File: src/hw/rtl/mono_framebuffer_2x_scaler_macros.svh
// Assertion macros for the monochrome 2x frame buffer scaler.
// Uses clk_i and rst_ni of the module that includes this header.
`ifndef MONO_FRAMEBUFFER_2X_SCALER_MACROS_SVH
`define MONO_FRAMEBUFFER_2X_SCALER_MACROS_SVH

// Check a consequent in the same cycle as its antecedent.
`define MFBS_ASSERT_NOW(lbl, ante, cons, msg) \
  lbl: assert property (@(posedge clk_i) disable iff (!rst_ni) (ante) |-> (cons)) \
    else $error(msg);

// Check a consequent in the cycle after its antecedent.
`define MFBS_ASSERT_NEXT(lbl, ante, cons, msg) \
  lbl: assert property (@(posedge clk_i) disable iff (!rst_ni) (ante) |=> (cons)) \
    else $error(msg);

`endif

File: src/hw/rtl/mfbs_pkg.sv
// Shared types, codes and helpers of the 2x frame buffer scaler.
// No dependencies; imported by every module of the block.
package mfbs_pkg;

  // Operation codes of an input beat
  localparam logic [1:0] OpClear    = 2'd0;
  localparam logic [1:0] OpSetPixel = 2'd1;
  localparam logic [1:0] OpEmit     = 2'd2;

  // Colour value that clears a pixel bit
  localparam logic [7:0] ColourBlack = 8'd1;

  // Store contents after reset
  localparam logic [7:0] ResetFill = 8'hFF;

  // Address width that covers the largest store (256 rows of 32 bytes)
  localparam int unsigned AddrMaxW = 13;

  // Command queue between front and back
  localparam int unsigned QueueDepth = 2;
  localparam int unsigned QueuePtrW  = $clog2(QueueDepth);

  typedef enum logic [1:0] {
    CMD_CLEAR,
    CMD_SET,
    CMD_EMIT
  } cmd_kind_e;

  // Classified command handed from front to back
  typedef struct packed {
    cmd_kind_e           kind;
    logic [AddrMaxW-1:0] addr;
    logic [7:0]          mask;
    logic [7:0]          data;
  } cmd_t;

  // Flow control seen by the front
  typedef struct packed {
    logic queue_full;
    logic init_busy;
  } front_ctl_t;

  // Double every bit of a byte, MSB first
  function automatic logic [15:0] widen_byte(input logic [7:0] v);
    logic [15:0] w;
    for (int i = 0; i < 8; i++) begin
      w[2*i +: 2] = {2{v[i]}};
    end
    return w;
  endfunction

endpackage

File: src/hw/rtl/mfbs_fifo.sv
// Two-entry command queue between the front and back ends.
// Depends on mfbs_pkg.
module mfbs_fifo import mfbs_pkg::*; (
  input  logic clk_i,
  input  logic rst_ni,
  input  logic push_i,
  input  cmd_t cmd_i,
  input  logic pop_i,
  output cmd_t cmd_o,
  output logic full_o,
  output logic empty_o
);

  cmd_t                 slot_q [QueueDepth];
  logic [QueuePtrW-1:0] wr_ptr_q, wr_ptr_d;
  logic [QueuePtrW-1:0] rd_ptr_q, rd_ptr_d;
  logic [QueuePtrW:0]   count_q, count_d;

  assign full_o  = count_q == (QueuePtrW + 1)'(QueueDepth);
  assign empty_o = count_q == '0;
  assign cmd_o   = slot_q[rd_ptr_q];

  // Advance pointers and fill level
  always_comb begin
    wr_ptr_d = push_i ? wr_ptr_q + 1'b1 : wr_ptr_q;
    rd_ptr_d = pop_i ? rd_ptr_q + 1'b1 : rd_ptr_q;
    count_d  = count_q + (QueuePtrW + 1)'(push_i) - (QueuePtrW + 1)'(pop_i);
  end

  always_ff @(posedge clk_i or negedge rst_ni) begin
    if (!rst_ni) begin
      wr_ptr_q <= '0;
      rd_ptr_q <= '0;
      count_q  <= '0;
    end else begin
      wr_ptr_q <= wr_ptr_d;
      rd_ptr_q <= rd_ptr_d;
      count_q  <= count_d;
    end
  end

  // Store payload
  always_ff @(posedge clk_i) begin
    if (push_i) begin
      slot_q[wr_ptr_q] <= cmd_i;
    end
  end

endmodule

File: config.mk
export PLATFORM = sky130hd
export DESIGN_NAME = mfbs_fifo
export DESIGN_NICKNAME = d
export VERILOG_FILES = /design/src/hw/rtl/mono_framebuffer_2x_scaler_macros.svh /design/src/hw/rtl/mfbs_pkg.sv /design/src/hw/rtl/mfbs_fifo.sv
export SDC_FILE = /design/constraint.sdc
export NUM_CORES = 1
export LEC_CHECK = 0
export ABC_AREA = 1
export BUFFER_PORTS_ARGS = -buffer_cell sky130_fd_sc_hd__buf_2
export CAP_MARGIN = 20
export CORE_MARGIN = 2
export CORE_UTILIZATION = 44
export CTS_CLUSTER_DIAMETER = 30
export DETAILED_ROUTE_END_ITERATION = 7
export PLACE_DENSITY = 0.68
export SLEW_MARGIN = 15
export SYNTH_ARGS = -nofsm -noshare
export SYNTH_HDL_FRONTEND = slang
export SYNTH_SLANG_ARGS = --single-unit
File: constraint.sdc
create_clock -name clk_i -period 3.3 [get_ports clk_i]
set_clock_uncertainty 0.2 [all_clocks]
set_input_delay 0.66 -clock clk_i [delete_from_list [all_inputs] [get_ports clk_i]]
set_output_delay 0.66 -clock clk_i [all_outputs]
set_load 0.05 [all_outputs]
## Word-level counts from Yosys, hierarchy flattened

Memory sizes are Yosys's and may differ from the RTL's.
Index checks and enable logic that the tools add are counted.

- Add/sub/neg operators: 4
- Equality and inequality tests: 1
- Muxes and demuxes: 2
- Reductions and logical operators: 1

Operators with widths:

| kind | number |
|---|---|
| adder 1 bit, second input constant | 2 |
| adder 2 x 1 -> 2 bit | 1 |
| equality test 2 bit, second input constant | 1 |
| zero test 2 bit | 1 |
| 2-to-1 mux 1 bit | 2 |
| subtractor 2 x 1 -> 2 bit | 1 |

- Register bits after elaboration: 4
- RAM bits: 62
- Bits of input ports: 35
- Output and inout bits: 33
- Logic and storage cells: 12
- Memories kept: 1

Memory list:

| name | depth | bits a word | read ports | clocked after memory_dff | write ports | RTL line | source |
|---|---|---|---|---|---|---|---|
| slot_q | 2 | 31 | 1 | 0 | 1 | mfbs_fifo.sv:14 | `cmd_t slot_q [QueueDepth];` |

## Longest topological paths before layout

- Depth after elaboration: 2
- Mapped depth: 7
- Depth with buffers taken out: 7

## Least setup slack after synthesis

Ideal clock, no wire load.

- Kind: input port to flip-flop
- Start point: input port push_i
- End point: memory slot_q[0][0] (netlist bit), enable pin
- Library setup time: 420 ps
- Data arrival time: 2,007 ps
- Required time: 2,680 ps
- Setup slack: 673 ps
- Cell stages on the path: 2
- Path buffers: 0
- Cell sequence: inv_1 nor2_1

- Longest elaborated chain between the ends: 2

Ends and longest elaborated chain:

| item | RTL line | source |
|---|---|---|
| from (decl) | mfbs_fifo.sv:6 | `input logic push_i,` |
| 2-to-1 mux 1 bit | mfbs_fifo.sv:44 | `if (push_i) begin` |
| 2-to-1 mux 1 bit (implied by the code) | mfbs_fifo.sv:45 | `slot_q[wr_ptr_q] <= cmd_i;` |
| to (decl) | mfbs_fifo.sv:14 |  |

Every way passes these cells.

==> flow_summary.yaml <==
layout:
  drive_gt1_share_pct: 43.2
  finalNetCount: 298
  diodes: 0
  area_growth_pct: 20.9
  fin_cells: 341
  num-fill-cells: 508
worst_setup_path:
  crit_family: "flip-flops"
  critPathKind: "reg -> out"
  r2r_cells: 1
  setup.worst_path.start: "rd_ptr_q$_DFFE_PN0P_"
  path_buf_inv: 2
  ff2ff_setup_slack_ps: 1530
  path_max_fanout: 36
  timing.rr.start: "wr_ptr_q$_DFFE_PN0P_"
  crit_required_ps: 2440
  rr_endpoint: "slot_q[0][11]$_DFFE_PP_"
  cp-endpoint: "cmd_o[0]"
  crit_slowest_cell: "dfrtp_2"
  cp-start-kind: "flip-flop"
  crit_chain: "buf_12 -> nand2_1 -> o21ai_2 -> buf_2"
  end_kind: "output pin"
  worst_path_largest_cell_delay_ps: 760
  path_depth: 4
  arrival_ps: 1830
power:
  power_mw: 3.26
  p_leak_nw: 1.40
  sw_frac_of_total_pct: 47.0
  p_per_area_nw_per_um2: 1020
  pwr-share-comb_pct: 45.4
  seqPwrFrac_pct: 37.7
  internal_power_mw: 1.72
  switchingPower_mw: 1.53
  clock_power_share_pct: 16.9
  irDropWorstVdd_uv: 563
sta:
  grt_setup_unrepaired: "false"
  worstMarginPinSlew_ps: 935
  finalHoldViolCount: 0
  setup_violations: 0
  fin_crit_ps: 2690
  finalSetupTns_ps: 0
  slew_viol_final: 0
  hold_ws_ps: 323
  slew_headroom_pct: 37.5
  fmax_mhz: 372
  post-route-period-util_pct: 81.5
place:
  dp_cells: 324
  io_buffer_count: 67
  gp_congestion: 0.623
  dp_hpwl_mm: 2.65
die:
  chipHeight_um: 81.6
  die_x_um: 81.6
  dieArea_um2: 6660
  row_count: 28
  core_area_um2: 5890
  ioPinCount: 68
  start_util_pct: 45.0
route:
  drt-initial-drc-count: 67
  wirelength_mm: 4.03
  num_vias: 1495
  drt_pass1_iterations: 4
  drtAntennaViolNets: 0
  drc: 0
  via_per_inst: 4.38
  wl_per_cell_um: 11.8
global_routing:
  grt_pass1_vias: 1388
  grt_pass1_wl_mm: 6.10
  antenna_found_initial: 0
  grtUsageTotal_pct: 12.8
  grt_overflow_total: 0
  grt_max_degree: 37
synthesis:
  synth_nets: 224
  synth_compound_area_share_pct: 9.96
  synth_top_family_by_area: "compound AO/OA/AOI/OAI gates"
  post_synth.cell_area_avg_um2: 14.2
  synth_mux_area_share_pct: 0
  yosysWarnings: 0
  syn_area_um2: 2650
  synthDistinctLibCells: 13
  synth_xor_area_share_pct: 0.661
  ys_seq_area_share_pct: 74.0
  yosys.area_share.simple_pct: 5.95
  syn_inst: 187
  synth_fa_ha_area_share_pct: 0.944
  ys_ff_latch: 66
run:
  maxCapViolCount: 0
min_path:
  holdPathStages: 1
  hold_path.class: "in -> reg"
run_status:
  status: "completed"
clocking:
  cts_tree: "built"
  cts.sinks: 66
  cts-buffers-inserted: 9
  worst_skew_pair.late_latency_ps: 320
  h-tree-depth: 3
  cts.clk_slew.worst_paths_ps: 70
  root_buffer: "clkbuf_8"
  ctsResizeCount: 0
  postCtsSetupRepairBufs: 0
  cts_max_path_buffers: 2
## area by class of cell
type                    instances  area, um^2  share of cell area, %
clock buffers                  10         128                   3.98
clock inverters                 6        33.8                   1.05
inverters                      38         143                   4.45
multi-input cells              76         472                   14.7
flip-flops and latches         66        1960                   61.2
well taps                      75        93.8                   2.93
repair buffers                 70         373                   11.6
## cells in the final DEF, fill, tap and decap left out, types with 2 or more instances in the layout
master and instances:
buf_2 67, clkbuf_8 9, clkinv_2 3, clkinvlp_4 2
dfrtp_1 3, edfxtp_1 62, ha_1 2, inv_1 38
nand2_1 36, nor2_1 2, o21ai_0 2, o21ai_2 29
xor2_1 2
## sequential cells by signal (all words and copies together), names as in the netlist
name	count
slot_q	62
rd_ptr_q	1
count_q	2
wr_ptr_q	1
## metal layers
layer	vias to the layer above	part of all wire, %	track usage [%]
met5	-	0	0
met4	0	1.2	7.00
met1	661	43	15.0
met2	48	49	21.0
met3	6	7.2	4.18
li1	780	-	-
## synth_stat cells
cell type  number  share of area, %
dfrtp_1         4               3.8
nand2_2         1              0.24
ha_1            2              0.94
buf_6           6               2.5
o21ai_2        29               9.6
inv_1          38               5.4
buf_8           1              0.57
o21ai_0         2              0.38
xor2_1          2              0.66
nor2_1          3              0.42
edfxtp_1       62                70
nand2_1        36               5.1
nand3_1         1              0.19
## power groups by stage
stage | combinational [mW] | sequential (mW) | clock (mW)
6_report | 1.48 | 1.23 | 0.550
5_1_grt | 1.59 | 1.25 | 0.606
4_1_cts | 1.50 | 1.23 | 0.571
3_5_place_dp | 1.50 | 1.25 | 0
3_3_place_gp | 1.48 | 1.24 | 0
2_1_floorplan | 1.32 | 1.18 | 0
## cell families after synthesis
| kind of cell | Yosys count |
|---|---|
| AOI/OAI and AO/OA | 31 |
| xor gates and xnor gates | 2 |
| adders and majority gates | 2 |
| buffers and inverters | 45 |
| DFF | 66 |
| and+or+nand+nor | 41 |
## stage by stage
stage / instance area [um^2] / utilization, % / setup slack, ps
final: 3210 / 54.5 / 611
after global routing: 3210 / 54.5 / 434
after CTS: 3210 / 54.5 / 562
after detailed placement: 3030 / 51.6 / 931
after global placement: 3030 / 51.6 / 947
after floorplan: 2650 / - / 673
## worst min path at each step
stage	slack [ps]	startpoint	endpoint
after floorplan	160	rst_ni	count_q[0]$_DFF_PN0_
after global placement	270	rst_ni	count_q[0]$_DFF_PN0_
after detailed placement	270	rst_ni	count_q[0]$_DFF_PN0_
after CTS	300	cmd_i[27]	slot_q[0][27]$_DFFE_PP_
after global routing	310	cmd_i[1]	slot_q[1][1]$_DFFE_PP_
final	320	cmd_i[27]	slot_q[0][27]$_DFFE_PP_
## what timing repair did
action / CTS / global route
setup endpoints to repair: 0 / 0
hold endpoints to repair: 4 / 0
hold buffers: 1 / 0
No activity file was read; power rests on OpenSTA's default activity.
