### src/hw/rtl/mono_framebuffer_2x_scaler_macros.svh
// Assertion macros for the monochrome 2x frame buffer scaler.
// Uses clk_i and rst_ni of the module that includes this header.
`ifndef MONO_FRAMEBUFFER_2X_SCALER_MACROS_SVH
`define MONO_FRAMEBUFFER_2X_SCALER_MACROS_SVH

// Check a consequent in the same cycle as its antecedent.
`define MFBS_ASSERT_NOW(lbl, ante, cons, msg) \
  lbl: assert property (@(posedge clk_i) disable iff (!rst_ni) (ante) |-> (cons)) \
    else $error(msg);

// Check a consequent in the cycle after its antecedent.
`define MFBS_ASSERT_NEXT(lbl, ante, cons, msg) \
  lbl: assert property (@(posedge clk_i) disable iff (!rst_ni) (ante) |=> (cons)) \
    else $error(msg);

`endif

### src/hw/rtl/mfbs_pkg.sv
// Shared types, codes and helpers of the 2x frame buffer scaler.
// No dependencies; imported by every module of the block.
package mfbs_pkg;

  // Operation codes of an input beat
  localparam logic [1:0] OpClear    = 2'd0;
  localparam logic [1:0] OpSetPixel = 2'd1;
  localparam logic [1:0] OpEmit     = 2'd2;

  // Colour value that clears a pixel bit
  localparam logic [7:0] ColourBlack = 8'd1;

  // Store contents after reset
  localparam logic [7:0] ResetFill = 8'hFF;

  // Address width that covers the largest store (256 rows of 32 bytes)
  localparam int unsigned AddrMaxW = 13;

  // Command queue between front and back
  localparam int unsigned QueueDepth = 2;
  localparam int unsigned QueuePtrW  = $clog2(QueueDepth);

  typedef enum logic [1:0] {
    CMD_CLEAR,
    CMD_SET,
    CMD_EMIT
  } cmd_kind_e;

  // Classified command handed from front to back
  typedef struct packed {
    cmd_kind_e           kind;
    logic [AddrMaxW-1:0] addr;
    logic [7:0]          mask;
    logic [7:0]          data;
  } cmd_t;

  // Flow control seen by the front
  typedef struct packed {
    logic queue_full;
    logic init_busy;
  } front_ctl_t;

  // Double every bit of a byte, MSB first
  function automatic logic [15:0] widen_byte(input logic [7:0] v);
    logic [15:0] w;
    for (int i = 0; i < 8; i++) begin
      w[2*i +: 2] = {2{v[i]}};
    end
    return w;
  endfunction

endpackage

### src/hw/rtl/mfbs_front.sv
// Front end: accepts input beats, maps pixel coordinates to a store address.
// Depends on mfbs_pkg; feeds mfbs_fifo.
module mfbs_front import mfbs_pkg::*; #(
  parameter int unsigned DISPLAY_COLS = 200,
  parameter int unsigned DISPLAY_ROWS = 150
) (
  input  logic       in_valid_i,
  output logic       in_stall_o,
  input  logic [1:0] operation_i,
  input  logic [7:0] pixel_col_i,
  input  logic [7:0] pixel_row_i,
  input  logic [7:0] value_i,
  input  logic       orient_keep_i,
  input  front_ctl_t ctl_i,
  output logic       push_o,
  output cmd_t       cmd_o
);

  localparam int unsigned Stride = (DISPLAY_COLS + 7) / 8;

  logic       col_ok;
  logic       row_ok;
  logic       keep;
  logic [7:0] col_m;
  logic [7:0] row_m;

  // Range check and mirror
  always_comb begin
    col_ok = {1'b0, pixel_col_i} < 9'(DISPLAY_COLS);
    row_ok = {1'b0, pixel_row_i} < 9'(DISPLAY_ROWS);
    if (orient_keep_i) begin
      // column is only reversed
      col_m = 8'(DISPLAY_COLS - 1) - pixel_col_i;
      row_m = pixel_row_i;
    end else begin
      // mirror and reverse cancel on the column
      col_m = pixel_col_i;
      row_m = 8'(DISPLAY_ROWS - 1) - pixel_row_i;
    end
  end

  // Classify the beat
  always_comb begin
    cmd_o.addr = AddrMaxW'(row_m) * AddrMaxW'(Stride) + AddrMaxW'(col_m[7:3]);
    cmd_o.mask = 8'h80 >> col_m[2:0];
    cmd_o.data = value_i;
    case (operation_i)
      OpClear: begin
        cmd_o.kind = CMD_CLEAR;
        keep       = 1'b1;
      end
      OpSetPixel: begin
        cmd_o.kind = CMD_SET;
        keep       = col_ok && row_ok;
      end
      OpEmit: begin
        cmd_o.kind = CMD_EMIT;
        keep       = 1'b1;
      end
      default: begin
        cmd_o.kind = CMD_CLEAR;
        keep       = 1'b0;
      end
    endcase
  end

  // Hold input while the queue is full or the store is being initialized
  assign in_stall_o = ctl_i.queue_full || ctl_i.init_busy;
  assign push_o     = in_valid_i && !in_stall_o && keep;

endmodule

### config.mk
export PLATFORM = sky130hd
export DESIGN_NAME = mfbs_front
export DESIGN_NICKNAME = d
export VERILOG_FILES = /design/src/hw/rtl/mono_framebuffer_2x_scaler_macros.svh /design/src/hw/rtl/mfbs_pkg.sv /design/src/hw/rtl/mfbs_front.sv
export SDC_FILE = /design/constraint.sdc
export NUM_CORES = 1
export LEC_CHECK = 0
export ABC_AREA = 1
export BUFFER_PORTS_ARGS = -buffer_cell sky130_fd_sc_hd__buf_2
export CORE_AREA = 2 2 59 61
export DETAILED_ROUTE_END_ITERATION = 6
export DIE_AREA = 0 0 61 63
export MAX_ROUTING_LAYER = met4
export PLACE_DENSITY_LB_ADDON = 0.25
export SETUP_SLACK_MARGIN = 0.2
export SLEW_MARGIN = 20
export SYNTH_ARGS = -nofsm -noshare
export SYNTH_HDL_FRONTEND = slang
export SYNTH_SLANG_ARGS = --single-unit
### constraint.sdc
create_clock -name vclk -period 10.37
set_clock_uncertainty 0.15 [all_clocks]
set_input_delay 2.074 -clock vclk [all_inputs]
set_output_delay 2.074 -clock vclk [all_outputs]
set_load 0.05 [all_outputs]
# [After elaboration in Yosys (flattened, before gate mapping)]
# Cells that the tools add are included.
[word_totals] register_bits=0 input_bits=30 word_cells=20 output_inout_bits=33
[classes] n_mux=4 n_eq_ne=2 n_reduce_logical=7 n_shift=1 order_cmp=2 addsub=3 n_mul=1
[ops] cell="$lt 8x8->1 const B" count=2
[ops] cell="$mux 8" count=2
[ops] cell="$sub 8x8->8 const A" count=2
[ops] cell="$add 13x5->13" count=1
[ops] cell="$mul 8x5->13 const B" count=1
[ops] cell="$shr 8x3->8 const A" count=1
[ops] cell="$pmux 2 s2" count=1
[ops] cell="$logic_and 1x1->1" count=3
[ops] cell="$eq 2x1->1 const B" count=1
[ops] cell="$eq 2x2->1 const B" count=1
[ops] cell="$logic_not 2->1" count=1
[ops] cell="$pmux 1 s2" count=1
[ops] cell="$reduce_or 2->1" count=1
[ops] cell="$logic_not 1->1" count=1
[ops] cell="$logic_or 1x1->1" count=1

# [Logic depth before layout (Yosys ltp)]
# Gate-level depths: netlist of run 1.
[logic_depth] depth_word=4 depth_mapped=19 mapped_depth_nobuf=19

# [Least setup slack after synthesis of run 1]
# Ideal clock, no wire load.
[synth_path] path_kind="input to output" from="input pixel_row_i[1]" to="output cmd_o[24] (netlist bit)" t_arrival_ps=5222 cell_stages=16 n_path_buf=0 path_slack_ps=2924 t_required_ps=8146 cell_sequence="ha_1 > inv_1 > nand2_1 > nand2_1 > nor2_1 > xor2_1 > fa_1 > inv_1 > fa_1 > inv_1 > ha_1 > nand2_1 > nor2_1 > nand2_1 > nand3_1 > xor2_1"
[synth_lines] element="start, declared" line_no="mfbs_front.sv:11" text="input logic [7:0] pixel_row_i,"
[synth_lines] element="end, declared" line_no="mfbs_front.sv:16" text="output cmd_t cmd_o"

==> results.py, run 1 <==
metrics = {
    "worst_setup_path": {
        "critical-path-top-delay-family": "adder cells",
        "critical_path.n_buffers_inverters": 5,
        "end_kind": "output pin",
        "crit_path_class": "input port to output pin",
        "crit_path_cell_trace": "buf_2, inv_1, nand3_1, o21ai_0, ha_1, inv_1, fa_1, inv_1, ha_1, ha_1, nand2_2, nor2_1, nand2_1, nand3_1, xor2_1, buf_2",
        "critPathArrivalTime_ns": 5.32,
        "crit_path_start_kind": "input port",
        "critical_path_maximum_fanout": 12,
        "timing.critical_path.slowest_stage_cell": "fa_1",
        "crit_required_ns": 8.15,
        "worst_path_largest_cell_delay_ns": 0.53,
    },
    "timing": {
        "timing.final.setup_violations": 0,
        "final_report_hold_violation_count": 0,
        "total_negative_setup_slack_ns": 0,
        "timing_worst_slew_pin_value_ns": 0.396,
        "drv_slew": 0,
        "grt_setup_unrepaired": "false",
        "fin_crit_sh": 0.728,
        "fmax_ghz": 0.132,
        "period_minus_slack_ns": 7.55,
        "final.hold.worst_slack_ns": 4.00,
        "max-slew-margin-rel": 0.733,
    },
    "logic_synthesis": {
        "synth_area_leader_cell": "ha_1",
        "synth.avg_cell_area_sq_um": 6.44,
        "post_synth_num_cell_types": 19,
        "most_area_consuming_cells_after_synthesis": "ha_1 (32%), nand2_1 (15%), inv_1 (10%)",
        "syn_inst": 233,
        "yosys_warn_count": 0,
        "synth.cell_area_sq_mm": 0.00150,
        "syn_nets": 307,
        "synth_largest_type_area_fraction": 0.317,
        "synth-seq-area-share": 0,
    },
    "drt": {
        "detail-route-antenna-nets": 0,
        "routed_wl_per_cell_microns": 8.97,
        "wirelength_microns": 2840,
        "drt_first_iter_violations": 24,
        "via_per_inst": 4.62,
        "drt_pass1_iterations": 4,
        "vias": 1464,
        "route.detailed.drc": 0,
    },
    "global_route": {
        "global_route_wire_length_before_repair_microns": 5160,
        "grtUsageTotal": 0.164,
        "vias_in_the_first_global_route": 1330,
        "globalRoute.totalOverflow": 0,
        "maximum_number_of_pins_on_one_net_before_global_route_repair": 13,
        "antenna_found_initial": 0,
    },
    "hold_path": {
        "holdCritStartpoint": "value_i[0]",
        "hold_path_end": "cmd_o[0]",
        "hold_class": "input port to output pin",
        "min_delay_path_depth": 0,
    },
    "cells_and_area": {
        "num-clock-buffers": 0,
        "area_occupied_by_registers_sq_um": 0,
        "num-fill-cells": 345,
        "sequential_cell_count_of_the_final_layout": 0,
        "finalNetCount": 347,
        "stdcell_count": 317,
        "syn_to_final_growth_pct": 14.7,
        "drive_above_1_share": 0.207,
        "num_antenna_cells": 0,
        "utilization": 0.533,
    },
    "floorplan": {
        "num_rows": 21,
        "fp.dieArea_sq_mm": 0.00384,
        "dieHeight_microns": 63,
        "design.core.area_sq_mm": 0.00323,
        "initial_core_util": 0.465,
        "io_pins": 63,
        "die_x_microns": 61,
    },
    "clock_tree": {
        "post_cts.resized_instances": 0,
        "postCtsHoldBufs": 0,
        "cts_setup_buffers": 0,
    },
    "power": {
        "total_leakage_power_nw": 1.14,
        "max-vdd-ir-drop_mv": 0.186,
        "pwr_density_cell_mw_per_mm2": 225,
    },
    "placed_design": {
        "placed_cells_incl_taps": 317,
        "dp_hpwl_microns": 2610,
        "io_buffers": 47,
        "place.gp.congestion": 0.814,
    },
    "run_status": {
        "status": "completed",
    },
    "job": {
        "max-cap-violations": 0,
    },
}
[layout by cell type, fill, tap and decap left out, drive strengths merged]
cell type	n
a21oi	7
buf	47
fa	6
ha	38
inv	44
nand2	63
nand3	15
nand4	2
nor2	26
o21ai	4
or2	1
xnor2	6
xor2	12
[logic make-up (layout without fill, tap and decap cells)]
family,after synthesis,in the layout,synth area share
xor+xnor,18,18,0.115
fa+ha+maj,44,44,0.397
compound gates,11,11,0.0392
buf+inv,53,91,0.158
simple gates,107,107,0.292
[area by class of cell]
cell class / instances / area [sq um] / share of cell area
well taps: 46 / 57.6 / 0.0334
multi-input cells: 180 / 1260 / 0.734
repair buffers: 47 / 235 / 0.137
inverters: 44 / 165 / 0.0959
[power breakdown]
group | total [mW] | internal, mW | switching (mW)
sequential | 0 | 0 | 0
clock | 0 | 0 | 0
combinational | 0.387 | 0.108 | 0.279
[Yosys cell counts (all sizes together)]
library cell	instances
nand2	63
inv	44
ha	38
nor2	26
nand3	15
xor2	12
buf	9
a21oi	7
fa	6
xnor2	6
o21ai	4
nand4	2
or2	1
[layer usage]
metal  track usage  vias up  share of wire
met1         0.232      640           0.48
met5             -        -              0
li1              -      795              -
met4             0        0              0
met3       0.00414        0          0.041
met2         0.274       29           0.47
[worst max path at each step]
stage	startpoint	to	depth (start not counted)	slack, ns
2_1_floorplan	pixel_row_i[1]	cmd_o[24]	16	2.92
3_3_place_gp	pixel_row_i[1]	cmd_o[26]	17	2.84
3_5_place_dp	pixel_row_i[1]	cmd_o[26]	17	2.85
4_1_cts	pixel_row_i[1]	cmd_o[26]	17	2.83
5_1_grt	orient_keep_i	cmd_o[25]	15	2.52
6_report	orient_keep_i	cmd_o[24]	16	2.82
[metrics by stage]
stage / worst slack, ns / cell area (sq um) / power [mW]
final: 2.82 / 1720 / 0.387
after global routing: 2.52 / 1720 / 0.427
after CTS: 2.83 / 1720 / 0.390
after detailed placement: 2.85 / 1720 / 0.387
after global placement: 2.84 / 1720 / 0.388
after floorplan: 2.92 / 1500 / 0.326
(Power assumes the default switching activity.)
==> inputs of run 2 (changes only) <==
ABC_AREA = 0   (was 1)
clock period = 6.05 ns   (was 10.37 ns; I/O delays follow)
==> results.py, run 2 <==
metrics = {
    "run_status": {
        "status": "completed",
    },
    "drt": {
        "via_per_inst": 4.92,
        "routed_wl_per_cell_microns": 10.6,
        "route.detailed.drc": 0,
        "drt_pass1_iterations": 4,
        "drt_first_iter_violations": 22,
        "wirelength_microns": 2780,
        "detail-route-antenna-nets": 0,
        "vias": 1290,
    },
    "floorplan": {
        "dieHeight_microns": 63,
        "initial_core_util": 0.433,
        "fp.dieArea_sq_mm": 0.00384,
        "design.core.area_sq_mm": 0.00323,
        "num_rows": 21,
        "die_x_microns": 61,
        "io_pins": 63,
    },
    "worst_setup_path": {
        "critical_path.n_buffers_inverters": 2,
        "crit_path_class": "input port to output pin",
        "crit_path_cell_trace": "buf_2, a21o_1, nor2_4, xor2_1, ha_1, ha_1, fa_1, ha_4, a21oi_2, o211ai_4, o41ai_4, xnor2_2, buf_6",
        "crit_path_frequent_cell": "ha_1",
        "critical_path_maximum_fanout": 5,
        "critical-path-top-delay-family": "adder cells",
        "worst_path_largest_cell_delay_ns": 0.60,
        "timing.critical_path.slowest_stage_cell": "fa_1",
        "crit_path_start_kind": "input port",
        "critPathArrivalTime_ns": 4.39,
        "end_kind": "output pin",
        "crit_required_ns": 4.69,
    },
    "cells_and_area": {
        "num-clock-buffers": 0,
        "layout_common_cells": "buf_2 (42), ha_1 (33), inv_1 (23), nand2_1 (11), nor2_1 (11)",
        "final_instance_area_sq_mm": 0.00189,
        "drive_above_1_share": 0.394,
        "num_antenna_cells": 0,
        "num-fill-cells": 311,
        "layout_commonest_cell": "buf_2",
        "multi_input_comb_area_sq_mm": 0.00145,
        "sequential_cell_count_of_the_final_layout": 0,
        "area_occupied_by_registers_sq_um": 0,
        "syn_to_final_growth_pct": 34.7,
        "finalNetCount": 292,
    },
    "power": {
        "max-vdd-ir-drop_mv": 0.553,
        "power_switching_share": 0.629,
        "clock_power_share": 0,
        "cellInternalPower_mw": 0.309,
        "p_seq_frac": 0,
        "total_power_mw": 0.835,
        "comb_power_share": 1.000,
        "total_leakage_power_nw": 0.989,
        "power.net_switching_mw": 0.525,
        "pwr_density_cell_mw_per_mm2": 443,
    },
    "global_route": {
        "global_route_wire_length_before_repair_microns": 4710,
        "globalRoute.totalOverflow": 0,
        "vias_in_the_first_global_route": 1163,
        "grtUsageTotal": 0.151,
        "antenna_found_initial": 0,
        "maximum_number_of_pins_on_one_net_before_global_route_repair": 17,
    },
    "placed_design": {
        "placed_cell_area_sq_mm": 0.00170,
        "io_buffers": 47,
        "dp_hpwl_microns": 2400,
        "dpl_worst_slack_ns": 0.0374,
        "place.gp.congestion": 0.775,
    },
    "logic_synthesis": {
        "most_frequent_cell_after_synthesis": "ha_1",
        "syn_inst": 173,
        "most_area_consuming_cells_after_synthesis": "ha_1 (34%), xnor2_1 (9.4%), fa_1 (8.6%)",
        "synth.avg_cell_area_sq_um": 8.09,
        "synth_largest_type_area_fraction": 0.340,
        "post_synth_num_cell_types": 26,
        "yosys_warn_count": 0,
        "syn_nets": 247,
        "synth.cell_area_sq_mm": 0.00140,
        "synth.top_cells.by_count": "ha_1 (38), inv_1 (23), xnor2_1 (15)",
        "synth_area_leader_cell": "ha_1",
        "synth-seq-area-share": 0,
    },
    "timing": {
        "fmax_ghz": 0.174,
        "final.hold.worst_slack_ns": 2.27,
        "fin_crit_sh": 0.950,
        "total_negative_setup_slack_ns": 0,
        "final_report_hold_violation_count": 0,
        "fin_ws_ns": 0.300,
        "grt_setup_unrepaired": "false",
        "period_minus_slack_ns": 5.75,
        "timing_worst_slew_pin_value_ns": 0.343,
        "timing.final.setup_violations": 0,
        "drv_slew": 0,
        "max-slew-margin-rel": 0.770,
    },
    "job": {
        "max-cap-violations": 0,
    },
    "hold_path": {
        "hold_class": "input port to output pin",
    },
}
[run 2: cell count changes after synthesis, moves of 3 or more]
cell	before	now
nor2_1	26	12
nor3_1	0	3
inv_1	42	23
xnor2_1	4	15
nand2_1	61	11
nand3_1	14	7
xor2_1	12	7
o22ai_1	0	8
nand2b_1	0	6
[run 2: per-layer routing]
metal,track usage,share of wire
met5,-,0
met4,0,0
met3,0.00207,0.030
met2,0.255,0.50
met1,0.213,0.47
[run 2: final timing paths]
check | start | to | slack [ns] | cells past startpoint
setup / recovery | pixel_row_i[1] | cmd_o[26] | 0.30 | 13
hold / removal | value_i[3] | cmd_o[3] | 2.27 | 0
[run 2: kinds of logic after synthesis]
logic type | count (synthesis) | share of synthesized area
adders and majority gates | 44 | 0.425
xor gates and xnor gates | 22 | 0.138
AOI/OAI and AO/OA | 29 | 0.169
muxes | 1 | 0.00715
buffers and inverters | 32 | 0.108
and+or+nand+nor | 45 | 0.153
[run 2: cell type report]
cell class,count,share of cell area
timing repair buffer,52,0.157
multi-input combinational,141,0.766
inverter,23,0.0458
tap,46,0.0305
[run 2: per-stage QoR]
step	instances	util
floorplan	173	-
global placement	260	0.525
detailed placement	260	0.525
CTS	260	0.536
global route	262	0.583
finish	262	0.583
[run 2: repair_timing]
item	in CTS	in global routing
hold endpoints to repair	0	0
endpoints found under the setup margin	6	6
pin swaps	1	8
hold buffers	0	0
resized for setup	9	22
setup buffers	0	2
cloned	0	0
[run 2: power groups by stage]
stage | registers (mW) | logic, mW | clock network, mW
after detailed placement | 0 | 0.728 | 0
after global placement | 0 | 0.727 | 0
after floorplan | 0 | 0.613 | 0
after global routing | 0 | 0.901 | 0
final | 0 | 0.835 | 0
after CTS | 0 | 0.766 | 0
